$ cat config.mk
export PLATFORM = sky130hd
export DESIGN_NAME = rsp_fifo
export DESIGN_NICKNAME = d
export VERILOG_FILES = /design/src/rtl/rsp_pkg.sv /design/src/rtl/rsp_fifo.sv
export SDC_FILE = /design/constraint.sdc
export NUM_CORES = 1
export LEC_CHECK = 0
export BUFFER_PORTS_ARGS = -buffer_cell sky130_fd_sc_hd__buf_2
export CAP_MARGIN = 20
export CORE_MARGIN = 2
export CORE_UTILIZATION = 49
export CTS_CLUSTER_SIZE = 20
export DETAILED_ROUTE_END_ITERATION = 6
export GPL_ROUTABILITY_DRIVEN = 0
export PLACE_DENSITY_LB_ADDON = 0.05
export RECOVER_POWER = 50
export SLEW_MARGIN = 30
export SYNTH_ARGS = -nofsm -noshare
export SYNTH_HDL_FRONTEND = slang
export SYNTH_SLANG_ARGS = --single-unit
$ cat constraint.sdc
create_clock -name clk_i -period 6.45 [get_ports clk_i]
set_input_delay 0.9675 -clock clk_i [delete_from_list [all_inputs] [get_ports clk_i]]
set_output_delay 0.9675 -clock clk_i [all_outputs]
set_load 0.005 [all_outputs]
$ cat src/rtl/rsp_pkg.sv
// Types, constants and helpers shared by the rocking step planner.
`default_nettype none

package rsp_pkg;

  typedef enum logic [1:0] {
    ModeIdle    = 2'd0,
    ModeQstatic = 2'd1,
    ModeRocking = 2'd2
  } rsp_mode_e;

  typedef enum logic [1:0] {
    CfgTiltMin   = 2'd0,
    CfgSpinLimit = 2'd1,
    CfgCosStep   = 2'd2,
    CfgSinStep   = 2'd3
  } rsp_cfg_idx_e;

  localparam int unsigned CfgDataW = 16;

  localparam logic [14:0]        TiltMinRst   = 15'd715;
  localparam logic [14:0]        SpinLimitRst = 15'd2048;
  localparam logic signed [15:0] CosStepRst   = 16'sd28378;
  localparam logic signed [15:0] SinStepRst   = 16'sd16384;

  // Q1.15 products: round half up before dropping the fraction
  localparam int unsigned        FracBits = 15;
  localparam logic signed [41:0] RoundAdd = 42'sd16384;

  typedef struct packed {
    logic [14:0]        tilt_min;
    logic [14:0]        spin_rate_limit;
    logic signed [15:0] cos_step;
    logic signed [15:0] sin_step;
  } rsp_cfg_t;

  // work handed from the front to the back
  typedef struct packed {
    logic               rpt;
    logic               neg;
    logic signed [24:0] vx;
    logic signed [24:0] vy;
    logic signed [23:0] cx;
    logic signed [23:0] cy;
    logic signed [23:0] tz;
    logic [15:0]        step;
    logic [15:0]        idx;
    logic [31:0]        stamp;
  } rsp_job_t;

  typedef struct packed {
    logic               rpt;
    logic               neg;
    logic signed [40:0] pcx;
    logic signed [40:0] psx;
    logic signed [40:0] pcy;
    logic signed [40:0] psy;
    logic signed [23:0] cx;
    logic signed [23:0] cy;
    logic signed [23:0] tz;
    logic [15:0]        step;
    logic [15:0]        idx;
    logic [31:0]        stamp;
  } rsp_prod_t;

  typedef struct packed {
    logic [15:0]        step;
    logic [15:0]        idx;
    logic signed [23:0] tx;
    logic signed [23:0] ty;
    logic signed [23:0] tz;
    logic [31:0]        stamp;
  } rsp_cmd_t;

  function automatic logic signed [23:0] sat24(input logic signed [27:0] v);
    logic signed [23:0] r;
    if (v > 28'sd8388607) begin
      r = 24'sh7FFFFF;
    end else if (v < -28'sd8388608) begin
      r = 24'sh800000;
    end else begin
      r = v[23:0];
    end
    return r;
  endfunction

endpackage

`default_nettype wire

$ cat src/rtl/rsp_fifo.sv
// Job queue between the front end and the back end.
`default_nettype none

module rsp_fifo #(
  parameter int unsigned Depth = 4
) (
  input  logic              clk_i,
  input  logic              rst_ni,
  input  logic              push_i,
  input  rsp_pkg::rsp_job_t job_i,
  output logic              full_o,
  input  logic              pop_i,
  output logic              valid_o,
  output rsp_pkg::rsp_job_t job_o
);
  import rsp_pkg::*;

  localparam int unsigned AW = (Depth > 1) ? $clog2(Depth) : 1;
  localparam int unsigned CW = $clog2(Depth + 1);

  rsp_job_t        mem_q [Depth];
  logic [AW-1:0]   wr_q, rd_q;
  logic [CW-1:0]   cnt_q;

  assign full_o  = cnt_q == CW'(Depth);
  assign valid_o = cnt_q != '0;
  assign job_o   = mem_q[rd_q];

  always_ff @(posedge clk_i) begin
    if (push_i) begin
      mem_q[wr_q] <= job_i;
    end
  end

  always_ff @(posedge clk_i or negedge rst_ni) begin
    if (!rst_ni) begin
      wr_q  <= '0;
      rd_q  <= '0;
      cnt_q <= '0;
    end else begin
      if (push_i) begin
        wr_q <= (wr_q == AW'(Depth - 1)) ? '0 : wr_q + AW'(1);
      end
      if (pop_i) begin
        rd_q <= (rd_q == AW'(Depth - 1)) ? '0 : rd_q + AW'(1);
      end
      if (push_i && !pop_i) begin
        cnt_q <= cnt_q + CW'(1);
      end else if (pop_i && !push_i) begin
        cnt_q <= cnt_q - CW'(1);
      end
    end
  end

endmodule

`default_nettype wire

=== After elaboration in Yosys (flattened, before gate mapping) ===
Memory sizes are Yosys's and may differ from the RTL's.
Cells that the tools add are included.

* Memories: 1
* Logic and storage cells: 23
* RAM bits: 752
* Output and inout port bits: 190
* Register bits after elaboration: 7

* Reductions and logical operators: 6
* Muxes and demuxes: 6
* Equality and inequality tests: 3
* Add/sub/neg operators: 4

{| class="wikitable"
|+ Memories
! memory !! words !! width !! read ports !! clocked after Yosys merged registers in !! wr ports !! RTL line !! source
|-
| mem_q || 4 || 188 || 1 || 0 || 1 || rsp_fifo.sv:21 || <nowiki>rsp_job_t mem_q [Depth];</nowiki>
|}

{| class="wikitable"
|+ Operators by type and width
! operator !! number
|-
| 3-bit two-way mux || 2
|-
| 2-bit by 1-bit adder with 2-bit output (second input constant) || 2
|-
| 2-bit == test (second input constant) || 2
|-
| 2-bit two-way mux || 2
|-
| 3-bit by 1-bit adder with 3-bit output (second input constant) || 1
|-
| 3-bit == test (second input constant) || 1
|-
| 3-bit nonzero test || 1
|-
| 3-bit by 1-bit subtractor with 3-bit output (second input constant) || 1
|-
| 1-bit logical AND || 2
|-
| 1-bit zero test || 2
|-
| 1-bit two-way mux || 2
|-
| 2-bit nonzero test || 1
|}

=== Logic depth before layout (Yosys ltp) ===
* Depth after elaboration: 4
* Gate-level depth with buffers: 7
* Mapped depth without buffers: 7

=== Least setup slack after synthesis ===
Ideal clock, no wire load.

* Path kind: input -> register
* Start: input port push_i
* End: memory mem_q[2][0] (netlist name), enable pin
* Data required time: 5.880 ns
* Data arrival time: 5.238 ns
* Stages: 1
* Buffers on the path: 0
* Slack: 0.642 ns
* Cells stage by stage: and2_1

* Cells in the longest elaborated chain, start to end: 2

{| class="wikitable"
|+ RTL lines
! what !! RTL line !! source
|-
| start: declaration || rsp_fifo.sv:9 || <nowiki>input logic push_i,</nowiki>
|-
| 1-bit two-way mux || rsp_fifo.sv:30 || <nowiki>if (push_i) begin</nowiki>
|-
| 1-bit two-way mux (not written as such) || rsp_fifo.sv:31 || <nowiki>mem_q[wr_q] <= job_i;</nowiki>
|-
| end: declaration || rsp_fifo.sv:21 ||
|}

Every way passes these cells.

==> qor.yml <==
outcome:
  outcome: "finished, violations left"
  violations: "capacitance limit, slew limit"
detailed_routing:
  route.vias.total: 12090
  drc: 0
  routed_wl_mm: 53.61
  drt-pass1-iter-count: 4
  post_drt_wl_per_cell_microns: 23.73
  viasPerCell: 5.354
  drt_iter0_drc: 607
  postRouteAntennaNets: 0
yosys:
  synth_cell_types: 20
  synthesis.area_sq_um: 27500
  synth_edf_count: 752
  yosys.area.top_type: "edfxtp_1"
  async_flop_share_pct: 0.9223
  ys_seq_area_share_pct: 82.75
  postSynthAreaPerCell_sq_um: 26.99
  syn_nets: 1218
  synth_warnings: 0
  synth_area_leaders: "edfxtp_1 (82%), mux4_2 (15%), dfrtp_1 (0.64%)"
  yosysMostFrequentCell: "edfxtp_1"
  syn_inst: 1019
  synthFlopType: "edfxtp_1"
  synth_top_area_share_pct: 82.11
  synth_seq_cells: 759
  synth_common_cells: "edfxtp_1 (752), mux4_2 (188), buf_2 (22)"
clock_tree:
  htree_levels: 3
  cts_resized: 0
  clock_sinks: 759
  cts_setup_buffers: 0
  clk_path_buf_depth: 3
  postCtsHoldBufs: 0
  numCtsBuffers: 78
  clk_pin_slew_worst_paths_ns: 0.06
  cts_root_buf: "clkbuf_16"
  insertion_delay_ns: 0.61
  cts_tree: "done"
global_route:
  grt_pass1_wl_mm: 78.93
  grt_overflow_total: 0
  grt.total_usage_pct: 18.63
  grt_pass1_vias: 12580
  grt_max_degree: 125
  antenna_found_initial: 12
finish:
  n_fill_cell: 4097
  final_nets: 1653
  design_area_sq_um: 32610
  syn2layout_area_growth_pct: 18.57
  drive_gt1_share_pct: 33.18
power:
  p_leak_uw: 0.01060
  power_switching_uw: 3920
  ir_drop_uv: 260.1
  seqPwrFrac_pct: 44.5
  comb_power_share_pct: 25.5
  clkPwrFrac_pct: 30.0
  finalPower_uw: 14750
  internal-power_uw: 10830
  power_density_nw_per_um2: 452.3
  p_sw_share_pct: 26.58
placement:
  dp_hpwl_mm: 31.79
  placed_cell_area_sq_um: 30310
  portBuffers: 381
setup_path:
  critical_path_required_ns: 5.48
  crit_start: "rd_q[1]$_DFFE_PN0P_"
  crit_path_cell_trace: "buf_4, mux4_2, buf_2"
  crit_type: "register to primary output"
  cp_top_family: "flip-flops"
  cp-start-kind: "register"
  r2r-start: "wr_q[1]$_DFFE_PN0P_"
  path_buf_inv: 2
  worstPathMaxFanout: 35
  crit_path_top_delay_cell: "dfrtp_1"
  cp-end-kind: "primary output"
  critPathArrivalTime_ns: 3.28
  slowest_delay_ns: 1.44
die:
  core_sq_um: 55310
  fp.dieH_microns: 240.9
  io_pins: 382
  die_w_microns: 240.9
  rows: 86
  dieArea_sq_um: 58030
  start_util_pct: 49.72
sta:
  fin_crit_sh_pct: 65.82
  rsz0062_at_grt: "no"
  fmax_mhz: 235.6
  fin_skew_ns: 0.01821
  final.setup.tns_ns: 0
  finalSetupViolCount: 0
  finalCriticalPeriod_ns: 4.245
  slew_headroom_pct: -99.19
  worst_pin_slew_ns: 2.986
  holdWs_ns: 0.2698
  slew_violations: 141
  hold_viol_final: 0
worst_hold_path:
  holdCritPathClass: "input pin to async pin"
job:
  cap_violations: 5
layout make-up:
cell class / count / area, sq um / area share, %
antenna: 1 / 2.502 / 0.007675
multi-input combinational: 214 / 4457 / 13.67
timing repair buffer: 397 / 1917 / 5.879
inverter: 4 / 15.01 / 0.04605
tap: 748 / 935.9 / 2.870
clock buffer: 97 / 2044 / 6.270
clock inverter: 39 / 474.2 / 1.454
sequential: 759 / 22760 / 69.80
cells by family after synthesis:
logic type / count (synthesis) / synth area share, %
mux: 191 / 15.52
compound gates: 2 / 0.03640
flops: 759 / 82.75
fa+ha+maj: 7 / 0.3458
simple gates: 11 / 0.2093
xor+xnor: 3 / 0.09556
buf+inv: 46 / 1.042
final timing paths:
path | end | slack, ns | depth (start not counted)
max in group asynchronous | rd_q[0]$_DFFE_PN0P_ | 5.84 | 1
min in group clk_i | cnt_q[2]$_DFFE_PN0P_ | 0.48 | 1
min reg2reg | cnt_q[2]$_DFFE_PN0P_ | 0.48 | 1
max reg2reg | mem_q[1][168]$_DFFE_PP_ | 2.44 | 4
min | cnt_q[2]$_DFFE_PN0P_ | 0.27 | 1
max | job_o[111] | 2.20 | 3
state kept, by name, indices dropped and copies added (netlist names):
register and count:
wr_q 2, mem_q 752, rd_q 2, cnt_q 3
layer usage:
metal / part of all wire (%) / track usage (%)
met5: 0.26 / 0
met4: 1.9 / 5.200
met3: 7.9 / 7.011
met2: 50 / 29.43
met1: 40 / 24.52
cells in the final DEF (no fill, tap or decap):
master        n
edfxtp_1    752
clkbuf_1    208
buf_2       191
mux4_2      188
clkbuf_16    79
clkinv_1     16
bufinv_16    11
buf_4         7
buf_12        7
ha_1          6
dfrtp_1       6
inv_6         5
clkinv_2      5
inv_1         4
and2_0        4
mux2_2        3
nor2_1        3
nand2_1       2
o21ai_0       2
xor2_1        2
clkinvlp_4    2
buf_16        2
diode_2       1
or3_1         1
nor3b_1       1
xnor2_1       1
fa_1          1
dfrtp_4       1
power by group through the flow:
stage	Sequential (uW)	Clock [uW]	Combinational [uW]
CTS	6570	4550	3910
global placement	6690	0	3840
finish	6560	4420	3760
global route	6630	4710	4090
floorplan	6680	0	2380
detailed placement	6670	0	3910
through the flow:
| stage | instances | worst slack (ns) | utilization (%) |
|---|---|---|---|
| global placement | 2120 | 3.063 | 54.75 |
| finish | 2259 | 2.205 | 58.95 |
| detailed placement | 2121 | 3.229 | 54.80 |
| CTS | 2257 | 2.677 | 59.35 |
| floorplan | 1019 | 0.6419 | - |
| global route | 2258 | 1.933 | 58.95 |
No activity file was read; power rests on OpenSTA's default activity.
