`src/rtl/rsp_pkg.sv`:
```
// Types, constants and helpers shared by the rocking step planner.
`default_nettype none

package rsp_pkg;

  typedef enum logic [1:0] {
    ModeIdle    = 2'd0,
    ModeQstatic = 2'd1,
    ModeRocking = 2'd2
  } rsp_mode_e;

  typedef enum logic [1:0] {
    CfgTiltMin   = 2'd0,
    CfgSpinLimit = 2'd1,
    CfgCosStep   = 2'd2,
    CfgSinStep   = 2'd3
  } rsp_cfg_idx_e;

  localparam int unsigned CfgDataW = 16;

  localparam logic [14:0]        TiltMinRst   = 15'd715;
  localparam logic [14:0]        SpinLimitRst = 15'd2048;
  localparam logic signed [15:0] CosStepRst   = 16'sd28378;
  localparam logic signed [15:0] SinStepRst   = 16'sd16384;

  // Q1.15 products: round half up before dropping the fraction
  localparam int unsigned        FracBits = 15;
  localparam logic signed [41:0] RoundAdd = 42'sd16384;

  typedef struct packed {
    logic [14:0]        tilt_min;
    logic [14:0]        spin_rate_limit;
    logic signed [15:0] cos_step;
    logic signed [15:0] sin_step;
  } rsp_cfg_t;

  // work handed from the front to the back
  typedef struct packed {
    logic               rpt;
    logic               neg;
    logic signed [24:0] vx;
    logic signed [24:0] vy;
    logic signed [23:0] cx;
    logic signed [23:0] cy;
    logic signed [23:0] tz;
    logic [15:0]        step;
    logic [15:0]        idx;
    logic [31:0]        stamp;
  } rsp_job_t;

  typedef struct packed {
    logic               rpt;
    logic               neg;
    logic signed [40:0] pcx;
    logic signed [40:0] psx;
    logic signed [40:0] pcy;
    logic signed [40:0] psy;
    logic signed [23:0] cx;
    logic signed [23:0] cy;
    logic signed [23:0] tz;
    logic [15:0]        step;
    logic [15:0]        idx;
    logic [31:0]        stamp;
  } rsp_prod_t;

  typedef struct packed {
    logic [15:0]        step;
    logic [15:0]        idx;
    logic signed [23:0] tx;
    logic signed [23:0] ty;
    logic signed [23:0] tz;
    logic [31:0]        stamp;
  } rsp_cmd_t;

  function automatic logic signed [23:0] sat24(input logic signed [27:0] v);
    logic signed [23:0] r;
    if (v > 28'sd8388607) begin
      r = 24'sh7FFFFF;
    end else if (v < -28'sd8388608) begin
      r = 24'sh800000;
    end else begin
      r = v[23:0];
    end
    return r;
  endfunction

endpackage

`default_nettype wire

```
`src/rtl/rsp_if.sv`:
```
// Valid/ready channel interfaces for planner inputs and commands.
`default_nettype none

interface rsp_in_if;
  logic               valid;
  logic               ready;
  logic               cmd;
  logic signed [15:0] tilt;
  logic               point_contact;
  logic signed [15:0] spin_rate;
  logic signed [23:0] contact_x;
  logic signed [23:0] contact_y;
  logic signed [23:0] contact_z;
  logic signed [23:0] apex_x;
  logic signed [23:0] apex_y;
  logic signed [23:0] apex_z;
  logic [31:0]        stamp;

  modport source (
    output valid, cmd, tilt, point_contact, spin_rate, contact_x, contact_y, contact_z,
           apex_x, apex_y, apex_z, stamp,
    input  ready
  );
  modport sink (
    input  valid, cmd, tilt, point_contact, spin_rate, contact_x, contact_y, contact_z,
           apex_x, apex_y, apex_z, stamp,
    output ready
  );
endinterface


`default_nettype wire

```
`src/rtl/rsp_front.sv`:
```
// Front end: accepts samples and triggers, classifies, keeps planner state, issues jobs.
`default_nettype none

module rsp_front (
  input  logic              clk_i,
  input  logic              rst_ni,
  input  rsp_pkg::rsp_cfg_t cfg_i,
  rsp_in_if.sink            in_ch,
  input  logic              full_i,
  output logic              push_o,
  output rsp_pkg::rsp_job_t job_o
);
  import rsp_pkg::*;

  rsp_mode_e   mode_q, mode_d, cls;
  logic        dir_q, dir_d;
  logic        plan_q, plan_d;
  logic        pend_q, pend_d;
  logic [15:0] step_q, step_d;
  logic [15:0] idx_q, idx_d;

  logic               accept;
  logic               tilt_low;
  logic signed [16:0] rate_ext;
  logic [16:0]        rate_abs;

  assign in_ch.ready = !full_i;
  assign accept      = in_ch.valid && in_ch.ready;

  assign tilt_low = $signed(in_ch.tilt) < $signed({1'b0, cfg_i.tilt_min});
  assign rate_ext = {in_ch.spin_rate[15], in_ch.spin_rate};
  assign rate_abs = rate_ext[16] ? 17'(-rate_ext) : 17'(rate_ext);

  always_comb begin
    if (tilt_low || !in_ch.point_contact) begin
      cls = ModeIdle;
    end else if (rate_abs < {2'b00, cfg_i.spin_rate_limit}) begin
      cls = ModeQstatic;
    end else begin
      cls = ModeRocking;
    end
  end

  always_comb begin
    mode_d = mode_q;
    dir_d  = dir_q;
    plan_d = plan_q;
    pend_d = pend_q;
    step_d = step_q;
    idx_d  = idx_q;
    push_o = 1'b0;

    job_o.rpt   = 1'b0;
    job_o.neg   = dir_q;
    job_o.vx    = 25'({in_ch.apex_x[23], in_ch.apex_x} - {in_ch.contact_x[23], in_ch.contact_x});
    job_o.vy    = 25'({in_ch.apex_y[23], in_ch.apex_y} - {in_ch.contact_y[23], in_ch.contact_y});
    job_o.cx    = in_ch.contact_x;
    job_o.cy    = in_ch.contact_y;
    job_o.tz    = in_ch.apex_z;
    job_o.idx   = idx_q;
    job_o.stamp = in_ch.stamp;

    if (accept) begin
      if (in_ch.cmd) begin
        if (!plan_q) begin
          plan_d = 1'b1;
        end else begin
          pend_d = 1'b0;
        end
      end else begin
        if (mode_q == ModeRocking && cls == ModeQstatic) begin
          step_d = step_q + 16'd1;
        end
        if (cls == ModeIdle) begin
          pend_d = 1'b0;
          step_d = '0;
          if (mode_q != ModeIdle) begin
            plan_d = 1'b0;
          end
        end
        mode_d = cls;
        if (cls == ModeQstatic && plan_q) begin
          push_o = 1'b1;
          if (pend_q) begin
            job_o.rpt = 1'b1;
          end else begin
            dir_d  = !dir_q;
            idx_d  = idx_q + 16'd1;
            pend_d = 1'b1;
          end
        end
      end
    end
    job_o.step = step_d;
  end

  always_ff @(posedge clk_i or negedge rst_ni) begin
    if (!rst_ni) begin
      mode_q <= ModeIdle;
      dir_q  <= 1'b0;
      plan_q <= 1'b0;
      pend_q <= 1'b0;
      step_q <= '0;
      idx_q  <= '0;
    end else begin
      mode_q <= mode_d;
      dir_q  <= dir_d;
      plan_q <= plan_d;
      pend_q <= pend_d;
      step_q <= step_d;
      idx_q  <= idx_d;
    end
  end

endmodule

`default_nettype wire

```
`src/flat_wrapper.sv`:
```
// flat-port wrapper written by rule: the top's interface ports become plain ports
module rsp_front_flat import rsp_pkg::*;
  (clk_i, rst_ni, cfg_i, full_i, push_o, job_o, in_ch_valid, in_ch_cmd, in_ch_tilt, in_ch_point_contact, in_ch_spin_rate, in_ch_contact_x, in_ch_contact_y, in_ch_contact_z, in_ch_apex_x, in_ch_apex_y, in_ch_apex_z, in_ch_stamp, in_ch_ready);
  rsp_in_if in_ch_i ();
  input  logic clk_i;
  input  logic rst_ni;
  input  rsp_pkg::rsp_cfg_t cfg_i;
  input  logic full_i;
  output logic push_o;
  output rsp_pkg::rsp_job_t job_o;
  input wire logic [$bits(in_ch_i.valid)-1:0] in_ch_valid;
  input wire logic [$bits(in_ch_i.cmd)-1:0] in_ch_cmd;
  input wire logic [$bits(in_ch_i.tilt)-1:0] in_ch_tilt;
  input wire logic [$bits(in_ch_i.point_contact)-1:0] in_ch_point_contact;
  input wire logic [$bits(in_ch_i.spin_rate)-1:0] in_ch_spin_rate;
  input wire logic [$bits(in_ch_i.contact_x)-1:0] in_ch_contact_x;
  input wire logic [$bits(in_ch_i.contact_y)-1:0] in_ch_contact_y;
  input wire logic [$bits(in_ch_i.contact_z)-1:0] in_ch_contact_z;
  input wire logic [$bits(in_ch_i.apex_x)-1:0] in_ch_apex_x;
  input wire logic [$bits(in_ch_i.apex_y)-1:0] in_ch_apex_y;
  input wire logic [$bits(in_ch_i.apex_z)-1:0] in_ch_apex_z;
  input wire logic [$bits(in_ch_i.stamp)-1:0] in_ch_stamp;
  output wire logic [$bits(in_ch_i.ready)-1:0] in_ch_ready;
  assign in_ch_i.valid = in_ch_valid;
  assign in_ch_i.cmd = in_ch_cmd;
  assign in_ch_i.tilt = in_ch_tilt;
  assign in_ch_i.point_contact = in_ch_point_contact;
  assign in_ch_i.spin_rate = in_ch_spin_rate;
  assign in_ch_i.contact_x = in_ch_contact_x;
  assign in_ch_i.contact_y = in_ch_contact_y;
  assign in_ch_i.contact_z = in_ch_contact_z;
  assign in_ch_i.apex_x = in_ch_apex_x;
  assign in_ch_i.apex_y = in_ch_apex_y;
  assign in_ch_i.apex_z = in_ch_apex_z;
  assign in_ch_i.stamp = in_ch_stamp;
  assign in_ch_ready = in_ch_i.ready;
  rsp_front u_core (.clk_i(clk_i), .rst_ni(rst_ni), .cfg_i(cfg_i), .in_ch(in_ch_i), .full_i(full_i), .push_o(push_o), .job_o(job_o));
endmodule
```
`config.mk`:
```
export PLATFORM = sky130hd
export DESIGN_NAME = rsp_front_flat
export DESIGN_NICKNAME = d
export VERILOG_FILES = /design/src/rtl/rsp_pkg.sv /design/src/rtl/rsp_if.sv /design/src/rtl/rsp_front.sv /design/src/flat_wrapper.sv
export SDC_FILE = /design/constraint.sdc
export NUM_CORES = 1
export LEC_CHECK = 0
export ABC_AREA = 1
export BUFFER_PORTS_ARGS = -buffer_cell sky130_fd_sc_hd__buf_2
export CELL_PAD_IN_SITES_DETAIL_PLACEMENT = 0
export CELL_PAD_IN_SITES_GLOBAL_PLACEMENT = 1
export CORE_AREA = 4 4 178 180
export CTS_BUF_LIST = sky130_fd_sc_hd__clkbuf_8 sky130_fd_sc_hd__clkbuf_16
export CTS_CLUSTER_DIAMETER = 80
export DETAILED_ROUTE_END_ITERATION = 6
export DIE_AREA = 0 0 182 184
export PLACE_DENSITY_LB_ADDON = 0.1
export SKIP_CTS_REPAIR_TIMING = 1
export SYNTH_ARGS = -nofsm -noshare
export SYNTH_HDL_FRONTEND = slang
export SYNTH_SLANG_ARGS = --single-unit
```
`constraint.sdc`:
```
create_clock -name clk_i -period 3.3 [get_ports clk_i]
set_clock_uncertainty 0.15 [all_clocks]
set_input_delay 0.165 -clock clk_i [delete_from_list [all_inputs] [get_ports clk_i]]
set_output_delay 0.165 -clock clk_i [all_outputs]
set_load 0.02 [all_outputs]
```
Word level (Yosys, flattened, before mapping)
Cells that the tools add are included.

Flip-flop bits (word level): 37. Input port bits: 276. Output and inout port bits: 190.

$add $sub $neg: 5. Order comparisons: 2. Equal/unequal tests: 3. Muxes and demuxes: 22. Bitwise operators: 2. Reductions and logical operators: 15.

Operator list (count): 16-bit two-way mux (4); 24-bit by 24-bit subtractor with 25-bit output (2); 16-bit by 1-bit adder with 16-bit output (second input constant) (2); 17-bit by 15-bit less-than comparator with 1-bit output (1); 17-bit two-way mux (1); 16-bit negation with 17-bit output (1); 16-bit less-than comparator (1); 1-bit two-way mux (15); 2-bit nonzero test (3); 2-bit two-way mux (2); 2-bit AND reduction (2); 4-bit AND reduction (1); 1-bit logical AND (3); 1-bit zero test (3); 3-bit AND reduction (1); 2-bit by 1-bit == test with 1-bit output (second input constant) (1); 2-bit == test (second input constant) (1); 2-bit zero test (1); 2-bit by 1-bit inequality test with 1-bit output (second input constant) (1); 1-bit NOT (2); 1-bit logical OR (1).

Longest topological paths before layout
Depth after elaboration: 11. Gate-level depth with buffers: 23. Mapped depth without buffers: 23.

Least setup slack after synthesis
No wires, ideal clock.

Kind: input -> output. Start: input port in_ch_spin_rate[0]. End: output port job_o[50] (netlist name). Data arrival time: 2827 ps. Required time: 2985 ps. Path slack: 158 ps. Stages on the path: 23. Buffers on the path: 0. Cells stage by stage: inv_1 ha_1 inv_1 nor3_1 nor3b_1 nand2_1 nand2_1 o21ai_0 xor2_1 ha_1 nand2_1 inv_1 a21oi_1 o211ai_1 inv_1 nand2_1 nor2_2 nand3_1 nor2_4 nand2_1 nand2_1 inv_1 nor2_1.

RTL lines: start: declaration (line flat_wrapper.sv:15) `input wire logic [$bits(in_ch_i.spin_rate)-1:0] in_ch_spin_rate;`; end: declaration (line flat_wrapper.sv:10) `output rsp_pkg::rsp_job_t job_o;`.

==> reports/metrics.csv <==
stage;metric;value;unit
sta;final critical-path share of the clock period;106;%
final_layout;Area Overhead vs Synth;28.0;%
power;cell leakage power;0.00469;uW
grt;global-route wire length before repair;34900;um
route;DR vias/cell;4.11;
die;die extent in y;184;um
route;post-route antenna net violation count;0;
logic_synthesis;cell type with the largest total area after synthesis;sky130_fd_sc_hd__ha_1;
final_layout;layout cell share with drive strength beyond 1;31.5;%
clock_network;CTS Root Buffer Type;sky130_fd_sc_hd__clkbuf_16;
final_layout;Post-layout nets;1553;
grt;final global-route overflow total;0;
logic_synthesis;Post-Syn Nets;1331;
grt;vias in the first global route;6544;
die;number of rows in the core area;64;
sta;Max-Slew Margin vs Limit;38.6;%
worst_setup_path;Worst Path Required;2.98;ns
run_status;run status;finished, violations left;
clock_network;clock latency at the later pin of the worst-skew pair;0.29;ns
final_layout;Post-Route Utilization;27.0;%
sta;setup repair after global routing missed its margin;true;
grt;initial antenna violation count;0;
sta;Setup-failing EPs final;14;
sta;final sum of negative setup slack;-1.29;ns
die;die boundary width;182;um
worst_setup_path;worst-path maximum fanout;5;
worst_hold_path;worst min-delay path class;input port to register;
logic_synthesis;Post-synth EDFFs;0;
die;area enclosed by the die boundary;33500;sq um
logic_synthesis;Post-Synthesis Cells;974;
logic_synthesis;Avg Synthesized Cell Area;6.53;sq um
logic_synthesis;top post-synthesis cells by count;191 x sky130_fd_sc_hd__nand2_1, 172 x sky130_fd_sc_hd__inv_1, 105 x sky130_fd_sc_hd__buf_4;
logic_synthesis;number of warnings issued by yosys;0;
clock_network;TritonCTS clock tree;done;
logic_synthesis;fraction of synthesized cell area taken by the top area cell type;15.5;%
worst_setup_path;Register-to-Register Setup Slack;1.18;ns
sta;measured slew at the worst slew-check pin;0.922;ns
final_layout;finished layout cell area;8140;sq um
clock_network;clock tree buffer depth;2;
power;Peak VDD IR;0.170;mV
route;vias after detailed routing;6541;
logic_synthesis;cells taking the most area after synthesis;sky130_fd_sc_hd__ha_1 16%, sky130_fd_sc_hd__dfrtp_1 15%, sky130_fd_sc_hd__buf_4 12%;
final_layout;Cell Count, Final, Fillers Out;1593;
logic_synthesis;share of synthesized registers carrying an async set or reset;100;%
power;power density over cell area;294;nW/um^2
placement;hpwl dp;19800;um
clock_network;Clock Pin Slew Worst Setup and Hold Paths;0.06;ns
clock_network;count of H-tree levels built during CTS;2;
placement;placer's final routability congestion estimate;0.805;
die;number of I/O pins;466;
run;number of max-cap violations;0;
route;detailed-route DRC error count;0;
final_layout;number of antenna repair diodes;0;
logic_synthesis;most numerous cell in the Yosys netlist;sky130_fd_sc_hd__nand2_1;
route;final wirelength;22400;um
sta;Final Critical Period;3.48;ns
placement;PortBufs;297;
logic_synthesis;post-synthesis instance area;6360;sq um
logic_synthesis;portion of the post-synthesis area used by sequential elements;14.6;%
placement;placement-stage cell area;7680;sq um
die;Std-Cell Core Area;30200;sq um
logic_synthesis;count of unique library cells instantiated by Yosys;37;
logic_synthesis;#FFs+latches synth;37;
placement;number of placed cells counting well taps;1575;
logic_synthesis;prevailing post-synth register cell;sky130_fd_sc_hd__dfrtp_1;
die;effective utilization at floorplan;21.1;%
route;number of search-and-repair iterations in the first detailed-routing pass;4;
worst_setup_path;type of element capturing the critical path;primary output;
worst_setup_path;arrival time at the worst endpoint;3.17;ns
sta;Hold Fails Final Rpt;0;
sta;timing-limited maximum frequency;0.287;GHz
sta;final-report max-slew violation count;0;
sta;fin worst setup slack;-0.184;ns
clock_network;number of sinks driven by the clock tree;37;
route;DRT iter0 DRCs;225;
worst_setup_path;crit path launch type;input port;
clock_network;total clock buffers created by CTS;5;
route;wire per inst;14.1;um
grt;Total GRT Usage;12.8;%
placement;Place WS;-0.438;ns
worst_setup_path;kind of critical path;input port to primary output;
run_status;failing checks;negative setup slack;
grt;pin count of the biggest net entering global routing;38;
## final timing paths
path | from | end | depth (start not counted)
max | in_ch_spin_rate[1] | job_o[54] | 24
min in group asynchronous | rst_ni | u_core.idx_q[12] | 2
min reg2reg | u_core.dir_q | u_core.dir_q | 1
max reg2reg | u_core.step_q[0] | u_core.step_q[12] | 11
max in group asynchronous | rst_ni | u_core.step_q[8] | 2
min | in_ch_valid | u_core.plan_q | 3
## kinds of logic after synthesis
group	after synthesis	share of synthesized area, %
and+or+nand+nor	351	23.4
buffers and inverters	284	23.1
AOI/OAI and AO/OA	151	13.0
adders and majority gates	81	16.2
xor gates and xnor gates	70	9.75
DFF	37	14.6
## area by class of cell
class	count	area (sq um)
tap	396	495
inverter	172	653
timing repair buffer	327	1800
multi-input combinational	653	4100
clock inverter	2	33.8
clock buffer	6	139
sequential	37	926
fill	3509	22000
## state kept, by name, summed over array words and instances (netlist names)
| signal | count |
|---|---|
| u_core.idx_q | 16 |
| u_core.step_q | 16 |
| u_core.mode_q | 2 |
| u_core.dir_q | 1 |
| u_core.pend_q | 1 |
| u_core.plan_q | 1 |
## worst max-delay path: stages
cell and delay, ns:
sky130_fd_sc_hd__buf_8 0.10, sky130_fd_sc_hd__inv_4 0.05, sky130_fd_sc_hd__ha_4 0.13, sky130_fd_sc_hd__inv_4 0.04, sky130_fd_sc_hd__nor3_4 0.16, sky130_fd_sc_hd__nor3b_4 0.21
sky130_fd_sc_hd__nand2_1 0.08, sky130_fd_sc_hd__nand2_2 0.09, sky130_fd_sc_hd__nand2_2 0.06, sky130_fd_sc_hd__xor2_1 0.17, sky130_fd_sc_hd__ha_1 0.31, sky130_fd_sc_hd__nand2_1 0.08
sky130_fd_sc_hd__nand2_2 0.06, sky130_fd_sc_hd__a21oi_2 0.13, sky130_fd_sc_hd__o211ai_1 0.13, sky130_fd_sc_hd__inv_1 0.08, sky130_fd_sc_hd__nand2_2 0.06, sky130_fd_sc_hd__nor2_4 0.10
sky130_fd_sc_hd__nand3_2 0.14, sky130_fd_sc_hd__nor2_4 0.22, sky130_fd_sc_hd__buf_2 0.18, sky130_fd_sc_hd__nand2_1 0.07, sky130_fd_sc_hd__a21oi_2 0.17, sky130_fd_sc_hd__buf_4 0.16
## placed cells by master, fill, tap and decap left out, types with 3 or more instances in the layout
cell type	netlist	routed
sky130_fd_sc_hd__inv_1	172	168
sky130_fd_sc_hd__o21ai_1	11	14
sky130_fd_sc_hd__clkbuf_16	0	5
sky130_fd_sc_hd__nand3_1	39	38
sky130_fd_sc_hd__nor4_1	3	3
sky130_fd_sc_hd__xor2_1	36	36
sky130_fd_sc_hd__nand2_1	191	182
sky130_fd_sc_hd__o21ai_0	41	38
sky130_fd_sc_hd__ha_1	79	78
sky130_fd_sc_hd__buf_2	2	281
sky130_fd_sc_hd__o21bai_1	6	6
sky130_fd_sc_hd__nor2_2	2	9
sky130_fd_sc_hd__a21oi_1	71	69
sky130_fd_sc_hd__inv_4	0	3
sky130_fd_sc_hd__nor2_4	1	5
sky130_fd_sc_hd__nor2_1	71	60
sky130_fd_sc_hd__nand4_1	21	21
sky130_fd_sc_hd__o21ai_2	4	4
sky130_fd_sc_hd__buf_6	1	7
sky130_fd_sc_hd__buf_4	105	36
sky130_fd_sc_hd__nand2_2	1	9
sky130_fd_sc_hd__a21o_1	10	10
sky130_fd_sc_hd__dfrtp_1	37	37
sky130_fd_sc_hd__nor3_1	18	17
sky130_fd_sc_hd__xnor2_1	33	33
## per-stage QoR
stage          hold WS [ns]  power [uW]
6_report             0.0257        2400
5_1_grt              0.0574        2600
4_1_cts             -0.0946        2400
3_5_place_dp          0.180        1810
3_3_place_gp          0.180        1810
2_1_floorplan        -0.281        1460
## where the power goes
group	total, uW	internal, uW	switching, uW
Clock	576	375	201
Sequential	506	479	26.9
Combinational	1310	502	812
## metal layers
| layer | wire length [um] | global-route usage (%) | up-vias |
|---|---|---|---|
| met5 | 0 | 0 | - |
| met4 | 382 | 2.52 | 0 |
| met3 | 1450 | 2.89 | 39 |
| met2 | 10500 | 21.9 | 208 |
| met1 | 10100 | 16.6 | 2841 |
| li1 | - | - | 3453 |
Power figures use the tool's default switching activity.
